[src/rtl/icb_pkg.sv]
// Shared definitions for the insertable character buffer.
// Holds command and status codes, field widths and the result record.
// No dependencies.
`default_nettype none

package icb_pkg;

    // Default store depth in bytes.
    localparam int DEPTH_DEF = 256;

    // Field widths of the transaction payloads.
    localparam int CMD_W     = 2;
    localparam int POS_W     = 16;
    localparam int CHAR_W    = 8;
    localparam int STAT_W    = 2;
    localparam int LEN_OUT_W = 9;

    // Command codes.
    localparam logic [CMD_W-1:0] CMD_INSERT = 2'd0;
    localparam logic [CMD_W-1:0] CMD_DELETE = 2'd1;
    localparam logic [CMD_W-1:0] CMD_CLEAR  = 2'd2;
    localparam logic [CMD_W-1:0] CMD_READ   = 2'd3;

    // Status codes.
    localparam logic [STAT_W-1:0] ST_DONE  = 2'd0;
    localparam logic [STAT_W-1:0] ST_FULL  = 2'd1;
    localparam logic [STAT_W-1:0] ST_RANGE = 2'd2;

    // One result record handed from the sequencer to the output stage.
    typedef struct packed {
        logic [STAT_W-1:0]    status;
        logic [CHAR_W-1:0]    char_out;
        logic [LEN_OUT_W-1:0] length_out;
    } res_t;

endpackage

`default_nettype wire

[src/rtl/icb_ram.sv]
// Generic simple dual-port RAM with one write port and one registered read port.
// No package dependencies.
`default_nettype none

module icb_ram #(
    parameter int WIDTH = 8,
    parameter int DEPTH = 256
) (
    input  wire logic                     clk,
    input  wire logic                     wr_en,
    input  wire logic [$clog2(DEPTH)-1:0] wr_addr,
    input  wire logic [WIDTH-1:0]         wr_data,
    input  wire logic                     rd_en,
    input  wire logic [$clog2(DEPTH)-1:0] rd_addr,
    output logic      [WIDTH-1:0]         rd_data
);

    logic [WIDTH-1:0] mem [DEPTH];

    // Write port.
    always_ff @(posedge clk)
    begin
        if (wr_en)
        begin
            mem[wr_addr] <= wr_data;
        end
    end

    // Registered read port.
    always_ff @(posedge clk)
    begin
        if (rd_en)
        begin
            rd_data <= mem[rd_addr];
        end
    end

endmodule

`default_nettype wire

[src/rtl/icb_ctrl.sv]
// Command sequencer of the insertable character buffer: length register,
// shift loop over the text RAM and result formation. Depends on icb_pkg.
`default_nettype none

module icb_ctrl
    import icb_pkg::*;
#(
    parameter int DEPTH = DEPTH_DEF
) (
    input  wire logic                     clk,
    input  wire logic                     rst_n,
    // Command side.
    input  wire logic                     in_valid,
    output logic                          in_ready,
    input  wire logic [CMD_W-1:0]         cmd,
    input  wire logic [POS_W-1:0]         position,
    input  wire logic [CHAR_W-1:0]        char_in,
    // Text RAM side.
    output logic                          mem_wr_en,
    output logic      [$clog2(DEPTH)-1:0] mem_wr_addr,
    output logic      [CHAR_W-1:0]        mem_wr_data,
    output logic                          mem_rd_en,
    output logic      [$clog2(DEPTH)-1:0] mem_rd_addr,
    input  wire logic [CHAR_W-1:0]        mem_rd_data,
    // Result side.
    output logic                          res_valid,
    input  wire logic                     res_ready,
    output res_t                          res
);

    localparam int AW = $clog2(DEPTH);
    localparam int LW = $clog2(DEPTH + 1);
    localparam int CW = POS_W + 1;

    localparam logic [LW-1:0] LEN_FULL = LW'(DEPTH);

    // Sequencer states.
    localparam logic [2:0] S_IDLE    = 3'd0;
    localparam logic [2:0] S_INS     = 3'd1;
    localparam logic [2:0] S_INS_PUT = 3'd2;
    localparam logic [2:0] S_DEL     = 3'd3;
    localparam logic [2:0] S_DEL_FIN = 3'd4;
    localparam logic [2:0] S_RD_WAIT = 3'd5;
    localparam logic [2:0] S_EMIT    = 3'd6;

    logic [2:0]        state_reg, state_next;
    logic [LW-1:0]     len_reg, len_next;
    logic [AW-1:0]     cnt_reg, cnt_next;
    logic [AW-1:0]     put_reg, put_next;
    logic [CHAR_W-1:0] ch_reg, ch_next;
    logic              wpend_reg, wpend_next;
    logic [AW-1:0]     waddr_reg, waddr_next;
    logic [STAT_W-1:0] status_reg, status_next;
    logic [CHAR_W-1:0] byte_reg, byte_next;

    logic [CW-1:0] pos_ext;
    logic [CW-1:0] len_ext;
    logic          pos_past;
    logic          pos_beyond;
    logic [AW-1:0] pos_addr;
    logic [AW-1:0] last_addr;

    // Position compared against the current length.
    assign pos_ext    = CW'(position);
    assign len_ext    = CW'(len_reg);
    assign pos_past   = (pos_ext >= len_ext);
    assign pos_beyond = (pos_ext > len_ext);
    assign pos_addr   = AW'(position);
    assign last_addr  = AW'(len_reg - LW'(1));

    // Next-state and RAM port logic.
    always_comb
    begin
        state_next  = state_reg;
        len_next    = len_reg;
        cnt_next    = cnt_reg;
        put_next    = put_reg;
        ch_next     = ch_reg;
        wpend_next  = 1'b0;
        waddr_next  = waddr_reg;
        status_next = status_reg;
        byte_next   = byte_reg;

        in_ready    = 1'b0;
        res_valid   = 1'b0;

        // A pending shift write lands in the cycle after its read.
        mem_wr_en   = wpend_reg;
        mem_wr_addr = waddr_reg;
        mem_wr_data = mem_rd_data;
        mem_rd_en   = 1'b0;
        mem_rd_addr = cnt_reg;

        case (state_reg)
            S_IDLE:
            begin
                in_ready = 1'b1;
                if (in_valid)
                begin
                    status_next = ST_DONE;
                    byte_next   = '0;
                    case (cmd)
                        CMD_INSERT:
                        begin
                            if (len_reg == LEN_FULL)
                            begin
                                status_next = ST_FULL;
                                state_next  = S_EMIT;
                            end
                            else
                            begin
                                put_next = pos_beyond ? AW'(len_reg) : pos_addr;
                                ch_next  = char_in;
                                if (pos_past)
                                begin
                                    // Append: nothing to move.
                                    state_next = S_INS_PUT;
                                end
                                else
                                begin
                                    cnt_next   = last_addr;
                                    state_next = S_INS;
                                end
                            end
                        end
                        CMD_DELETE:
                        begin
                            if (pos_past)
                            begin
                                status_next = ST_RANGE;
                                state_next  = S_EMIT;
                            end
                            else if (LW'(pos_addr) + LW'(1) == len_reg)
                            begin
                                // Last byte removed: nothing to move.
                                state_next = S_DEL_FIN;
                            end
                            else
                            begin
                                cnt_next   = pos_addr + AW'(1);
                                state_next = S_DEL;
                            end
                        end
                        CMD_CLEAR:
                        begin
                            len_next   = '0;
                            state_next = S_EMIT;
                        end
                        default:
                        begin
                            if (pos_past)
                            begin
                                status_next = ST_RANGE;
                                state_next  = S_EMIT;
                            end
                            else
                            begin
                                mem_rd_en   = 1'b1;
                                mem_rd_addr = pos_addr;
                                state_next  = S_RD_WAIT;
                            end
                        end
                    endcase
                end
            end

            // Move bytes up, highest first; each read is written one entry higher.
            S_INS:
            begin
                mem_rd_en  = 1'b1;
                wpend_next = 1'b1;
                waddr_next = cnt_reg + AW'(1);
                if (cnt_reg == put_reg)
                begin
                    state_next = S_INS_PUT;
                end
                else
                begin
                    cnt_next = cnt_reg - AW'(1);
                end
            end

            // Let the last shift write finish, then place the new byte.
            S_INS_PUT:
            begin
                if (!wpend_reg)
                begin
                    mem_wr_en   = 1'b1;
                    mem_wr_addr = put_reg;
                    mem_wr_data = ch_reg;
                    len_next    = len_reg + LW'(1);
                    state_next  = S_EMIT;
                end
            end

            // Move bytes down, lowest first; each read is written one entry lower.
            S_DEL:
            begin
                mem_rd_en  = 1'b1;
                wpend_next = 1'b1;
                waddr_next = cnt_reg - AW'(1);
                if (cnt_reg == last_addr)
                begin
                    state_next = S_DEL_FIN;
                end
                else
                begin
                    cnt_next = cnt_reg + AW'(1);
                end
            end

            S_DEL_FIN:
            begin
                if (!wpend_reg)
                begin
                    len_next   = len_reg - LW'(1);
                    state_next = S_EMIT;
                end
            end

            S_RD_WAIT:
            begin
                byte_next  = mem_rd_data;
                state_next = S_EMIT;
            end

            S_EMIT:
            begin
                res_valid = 1'b1;
                if (res_ready)
                begin
                    state_next = S_IDLE;
                end
            end

            default:
            begin
                state_next = S_IDLE;
            end
        endcase
    end

    // Control registers.
    always_ff @(posedge clk or negedge rst_n)
    begin
        if (!rst_n)
        begin
            state_reg <= S_IDLE;
            len_reg   <= '0;
            wpend_reg <= 1'b0;
        end
        else
        begin
            state_reg <= state_next;
            len_reg   <= len_next;
            wpend_reg <= wpend_next;
        end
    end

    // Working and result payload registers.
    always_ff @(posedge clk)
    begin
        cnt_reg    <= cnt_next;
        put_reg    <= put_next;
        ch_reg     <= ch_next;
        waddr_reg  <= waddr_next;
        status_reg <= status_next;
        byte_reg   <= byte_next;
    end

    // Result record; the length is the one held after the command.
    always_comb
    begin
        res.status     = status_reg;
        res.char_out   = byte_reg;
        res.length_out = LEN_OUT_W'(len_reg);
    end

endmodule

`default_nettype wire

[src/rtl/insertable_char_buffer.sv]
// Top level of the insertable character buffer: text RAM, command sequencer
// and output register. Depends on icb_pkg, icb_ram and icb_ctrl.
//
//   Channel   Handshake            Payload
//   command   in_valid / in_ready  cmd, position, char_in
//   result    out_valid/out_ready  status, char_out, length_out
//
// Clear, rejected and out-of-range commands go straight to the result; a read waits
// for the registered RAM data. Insert at p below length L shifts bytes p..L-1 up
// and, once the last one lands, writes the new byte; an append writes it at L.
// Delete at p shifts bytes p+1..L-1 down, or none for the last byte, then waits
// for the last write. Shifts move a byte per cycle via single RAM read/write ports.
// Reset empties the buffer at once; the RAM itself is not cleared.
// A waiting result sits in the output register while the next command is taken.
`default_nettype none

module insertable_char_buffer
    import icb_pkg::*;
#(
    parameter int DEPTH = DEPTH_DEF
) (
    input  wire logic                 clk,
    input  wire logic                 rst_n,
    input  wire logic                 in_valid,
    output logic                      in_ready,
    input  wire logic [CMD_W-1:0]     cmd,
    input  wire logic [POS_W-1:0]     position,
    input  wire logic [CHAR_W-1:0]    char_in,
    output logic                      out_valid,
    input  wire logic                 out_ready,
    output logic      [STAT_W-1:0]    status,
    output logic      [CHAR_W-1:0]    char_out,
    output logic      [LEN_OUT_W-1:0] length_out
);

    localparam int AW = $clog2(DEPTH);

    logic              mem_wr_en;
    logic [AW-1:0]     mem_wr_addr;
    logic [CHAR_W-1:0] mem_wr_data;
    logic              mem_rd_en;
    logic [AW-1:0]     mem_rd_addr;
    logic [CHAR_W-1:0] mem_rd_data;

    logic res_valid;
    logic res_ready;
    res_t res;

    logic out_valid_reg, out_valid_next;
    res_t out_reg;

    // Text store.
    icb_ram #(
        .WIDTH (CHAR_W),
        .DEPTH (DEPTH)
    ) u_text_ram (
        .clk     (clk),
        .wr_en   (mem_wr_en),
        .wr_addr (mem_wr_addr),
        .wr_data (mem_wr_data),
        .rd_en   (mem_rd_en),
        .rd_addr (mem_rd_addr),
        .rd_data (mem_rd_data)
    );

    // Command sequencer.
    icb_ctrl #(
        .DEPTH (DEPTH)
    ) u_ctrl (
        .clk         (clk),
        .rst_n       (rst_n),
        .in_valid    (in_valid),
        .in_ready    (in_ready),
        .cmd         (cmd),
        .position    (position),
        .char_in     (char_in),
        .mem_wr_en   (mem_wr_en),
        .mem_wr_addr (mem_wr_addr),
        .mem_wr_data (mem_wr_data),
        .mem_rd_en   (mem_rd_en),
        .mem_rd_addr (mem_rd_addr),
        .mem_rd_data (mem_rd_data),
        .res_valid   (res_valid),
        .res_ready   (res_ready),
        .res         (res)
    );

    // Output register: takes a result when empty or being drained.
    assign res_ready = !out_valid_reg || out_ready;

    always_comb
    begin
        out_valid_next = out_valid_reg;
        if (res_valid && res_ready)
        begin
            out_valid_next = 1'b1;
        end
        else if (out_ready)
        begin
            out_valid_next = 1'b0;
        end
    end

    always_ff @(posedge clk or negedge rst_n)
    begin
        if (!rst_n)
        begin
            out_valid_reg <= 1'b0;
        end
        else
        begin
            out_valid_reg <= out_valid_next;
        end
    end

    always_ff @(posedge clk)
    begin
        if (res_valid && res_ready)
        begin
            out_reg <= res;
        end
    end

    assign out_valid  = out_valid_reg;
    assign status     = out_reg.status;
    assign char_out   = out_reg.char_out;
    assign length_out = out_reg.length_out;

endmodule

`default_nettype wire
[config.mk]
export PLATFORM = sky130hd
export DESIGN_NAME = insertable_char_buffer
export DESIGN_NICKNAME = d
export VERILOG_FILES = /design/src/rtl/icb_pkg.sv /design/src/rtl/icb_ram.sv /design/src/rtl/icb_ctrl.sv /design/src/rtl/insertable_char_buffer.sv
export SDC_FILE = /design/constraint.sdc
export NUM_CORES = 2
export LEC_CHECK = 0
export BUFFER_PORTS_ARGS = -buffer_cell sky130_fd_sc_hd__buf_2
export CORE_MARGIN = 1
export CORE_UTILIZATION = 40
export CTS_BUF_LIST = sky130_fd_sc_hd__clkbuf_2 sky130_fd_sc_hd__clkbuf_4 sky130_fd_sc_hd__clkbuf_8
export CTS_CLUSTER_SIZE = 14
export DETAILED_ROUTE_END_ITERATION = 12
export GPL_TIMING_DRIVEN = 0
export PLACE_DENSITY = 0.53
export SLEW_MARGIN = 5
export SYNTH_ARGS = -nofsm -noshare
export SYNTH_HDL_FRONTEND = slang
export SYNTH_HIERARCHICAL = 1
export SYNTH_SLANG_ARGS = --single-unit
[constraint.sdc]
create_clock -name clk -period 9.5 [get_ports clk]
set_input_delay 1.9 -clock clk [delete_from_list [all_inputs] [get_ports clk]]
set_output_delay 1.9 -clock clk [all_outputs]
set_load 0.005 [all_outputs]
==> results.json <==
{
  "clkTransAtPathRegs_ns": 0.06,
  "clk_latency_ns": 1.10,
  "drt_iter0_drc": 6501,
  "cts_setup_buffers": 0,
  "maxCapViolCount": 3,
  "synth.most_common_cell": "edfxtp_1",
  "cts_tree": "done",
  "fp.dieH_um": 462.0,
  "cts_root_buf": "clkbuf_8",
  "cts.path.max_buffers": 4,
  "start_util_pct": 40.31,
  "tightest_slew_ns": 1.482,
  "antenna_found_initial": 19,
  "grt_max_degree": 139,
  "dieArea_um2": 213500,
  "ctsResizeCount": 0,
  "fp.dieW_um": 462.0,
  "end_kind": "flop",
  "core_um2": 210000,
  "rows": 168,
  "synthTopCellsByArea": "edfxtp_1 75%, mux4_2 12%, mux2i_1 1.6%, nor2_1 1.4%, a22oi_1 1.2%",
  "fin_crit_sh_pct": 93.48,
  "async_reset_ff_share_pct": 0.6570,
  "path_class": "flop to flop",
  "overflow": 0,
  "syn_area_um2": 84640,
  "worstPathMaxFanout": 11,
  "routed_wl_um": 275700,
  "slew_violations": 0,
  "min_path_type": "flop to flop",
  "multiInputGateArea_um2": 19210,
  "finalCriticalPeriod_ns": 8.880,
  "hp-start": "u_ctrl/byte_reg[0]$_SDFFCE_PN0P_",
  "largest_reg_flops": 2048,
  "post_drt_via_cell_ratio": 6.017,
  "ys_seq_area_share_pct": 75.52,
  "grt_pass1_wl_um": 373800,
  "ant_nets": 0,
  "r2r_setup_slack_ns": 0.62,
  "slew_headroom_pct": 0.2964,
  "finalHoldViolations": 0,
  "final_area_um2": 96300,
  "yosysWarnings": 6,
  "p_leak_nw": 30.26,
  "synth_seq_cells": 2131,
  "portBuffers": 50,
  "yosys-top-cells-count": "2117 x edfxtp_1, 454 x mux4_2, 315 x nor2_1",
  "cts_buffers": 371,
  "crit_required_ns": 10.20,
  "rr_worst_depth": 19,
  "netlist_instances": 4229,
  "seq_area_um2": 63920,
  "status": "complete, but fails checks",
  "avgSynthCellArea_um2": 20.02,
  "holdPathStages": 0,
  "dr.pass1.iters": 6,
  "grt_usage_pct": 25.79,
  "clock_skew_ns": 0.09091,
  "dp.cells": 7118,
  "routedWlPerCell_um": 35.52,
  "ys_types": 87,
  "synth_enable_flop_cells": 2117,
  "peakVddDrop_v": 0.0002118,
  "clock-sinks": 2131,
  "r2r_end": "u_text_ram/rd_data[7]$_DFFE_PP_",
  "gp_congestion": 0.9111,
  "setup_violations": 0,
  "nNetsFinal": 4730,
  "synth_top_flop_cell": "edfxtp_1",
  "io_pins": 51,
  "r2r_start": "u_ctrl/len_reg[6]$_DFFE_PN0P_",
  "placed_cell_area_um2": 89360,
  "final_cell_count_no_fill": 7762,
  "drcViolationCount": 0,
  "fmax_ghz": 0.1126,
  "hold_buffers": 0,
  "violations": "capacitance limit",
  "rsz0062_at_grt": "false",
  "drive_above_1_share_pct": 25.94,
  "synth_top_area_share_pct": 75.10,
  "htree_levels": 5,
  "vias": 46702,
  "holdPathEnd": "char_out[0]$_DFFE_PP_",
  "power_density_nw_per_um2": 234.9,
  "nFillCells": 17815,
  "syn_to_final_growth_pct": 13.77,
  "grt_pass1_vias": 45531,
  "dpl.hpwl_um": 186500,
  "syn_nets": 4273,
  "critPathLaunchType": "flop",
  "synth.largest_area_cell": "edfxtp_1",
  "cp.arrival_ns": 9.58
}
## final cells by class
class | instances | area share [%]
Buffer | 264 | 1.693
Sequential cell | 2131 | 66.38
Inverter | 22 | 0.08575
Clock buffer | 495 | 6.301
Tap cell | 2805 | 3.644
Clock inverter | 141 | 0.8731
Antenna cell | 8 | 0.02079
Multi-Input combinational cell | 1812 | 19.95
Timing Repair Buffer | 84 | 1.058
## worst max path at each step
stage,from,to,cells after the start
floorplan,position[7],u_text_ram/rd_data[2]$_DFFE_PP_,17
global placement,position[7],u_text_ram/rd_data[5]$_DFFE_PP_,18
detailed placement,position[7],u_text_ram/rd_data[7]$_DFFE_PP_,18
CTS,u_ctrl/len_reg[6]$_DFFE_PN0P_,u_text_ram/rd_data[7]$_DFFE_PP_,20
global route,u_ctrl/len_reg[6]$_DFFE_PN0P_,u_text_ram/rd_data[7]$_DFFE_PP_,19
finish,u_ctrl/len_reg[6]$_DFFE_PN0P_,u_text_ram/rd_data[7]$_DFFE_PP_,19
## per-stage QoR
| stage | hold WS (ns) | setup TNS (ns) | utilization, % | setup WS, ns | power [mW] |
|---|---|---|---|---|---|
| 2_1_floorplan | 0.4003 | 0 | - | 3.626 | 13.13 |
| 3_3_place_gp | 0.4019 | -1.462 | 42.10 | -0.5512 | 14.67 |
| 3_5_place_dp | 0.4054 | 0 | 42.56 | 0.2222 | 14.70 |
| 4_1_cts | 0.4190 | 0 | 45.85 | 1.113 | 22.72 |
| 5_1_grt | 0.4203 | 0 | 45.86 | 0.7174 | 23.27 |
| 6_report | 0.4162 | 0 | 45.86 | 0.6198 | 22.62 |
## report_power, final
| part | switching (mW) | total, mW | internal [mW] | leakage, nW |
|---|---|---|---|---|
| Sequential | 0.0581 | 11.2 | 11.2 | 19.2 |
| Clock | 3.72 | 8.06 | 4.34 | 3.65 |
| Combinational | 2.45 | 3.31 | 0.856 | 7.39 |
## metal layers
metal | part of all wire [%] | global-route usage (%) | up-vias
li1 | - | - | 18521
met3 | 9.4 | 5.707 | 587
met4 | 4.8 | 11.25 | 16
met5 | 0.037 | 0 | -
met2 | 46 | 39.47 | 2604
met1 | 40 | 35.45 | 24974
## logic make-up (layout without fill, tap and decap cells)
family	after synthesis	in the layout	synth area share [%]
fa+ha+maj	14	14	0.2069
xor+xnor	49	49	0.5233
mux	618	618	14.12
buf+inv	286	1006	1.979
other cells	0	8	0
flops	2131	2131	75.52
compound gates	498	498	4.101
simple gates	633	633	3.548
## critical path, cell delays in order, from the launching register on
cell      delay [ns]
dfrtp_1         0.35
clkbuf_1        0.33
clkbuf_1        0.48
inv_1           0.23
ha_1            0.24
a21oi_1         0.14
and2b_2         0.22
a2111o_1        0.39
nor3_2          0.38
and4_1          0.27
buf_6           0.19
mux2_4          0.25
buf_2           0.46
and2_1          0.20
buf_1           0.89
clkbuf_1        1.12
a22oi_1         0.59
a21oi_1         0.55
nor3_1          0.21
nor4_1          1.01
## cells in the final DEF, fill, tap and decap left out, types with 13 or more instances in the layout
cell / synthesis / routed
buf_2: 38 / 92
nand4_1: 17 / 17
nand3_1: 46 / 46
clkbuf_4: 0 / 119
a221oi_1: 14 / 13
inv_1: 20 / 20
a22oi_1: 133 / 133
a211oi_1: 19 / 19
mux4_2: 454 / 454
clkbuf_1: 128 / 103
buf_16: 0 / 25
edfxtp_1: 2117 / 2117
nor2_1: 315 / 315
nor4_1: 26 / 20
nand2b_1: 16 / 16
buf_8: 13 / 13
clkinv_2: 0 / 31
nor2b_1: 34 / 34
buf_6: 22 / 22
clkbuf_8: 0 / 376
a22o_1: 13 / 13
buf_4: 30 / 38
dfrtp_1: 14 / 14
clkinv_1: 2 / 92
clkbuf_2: 0 / 26
o221ai_1: 48 / 48
ha_1: 14 / 14
a21oi_1: 120 / 120
mux2i_1: 138 / 138
buf_1: 25 / 20
o211ai_1: 17 / 17
nand2_1: 69 / 69
xnor2_1: 33 / 33
xor2_1: 15 / 15
and2_1: 19 / 19
nor3_1: 33 / 33
o22ai_1: 28 / 28
o21ai_0: 38 / 38
Note: power is estimated with default switching activity, not from simulation.
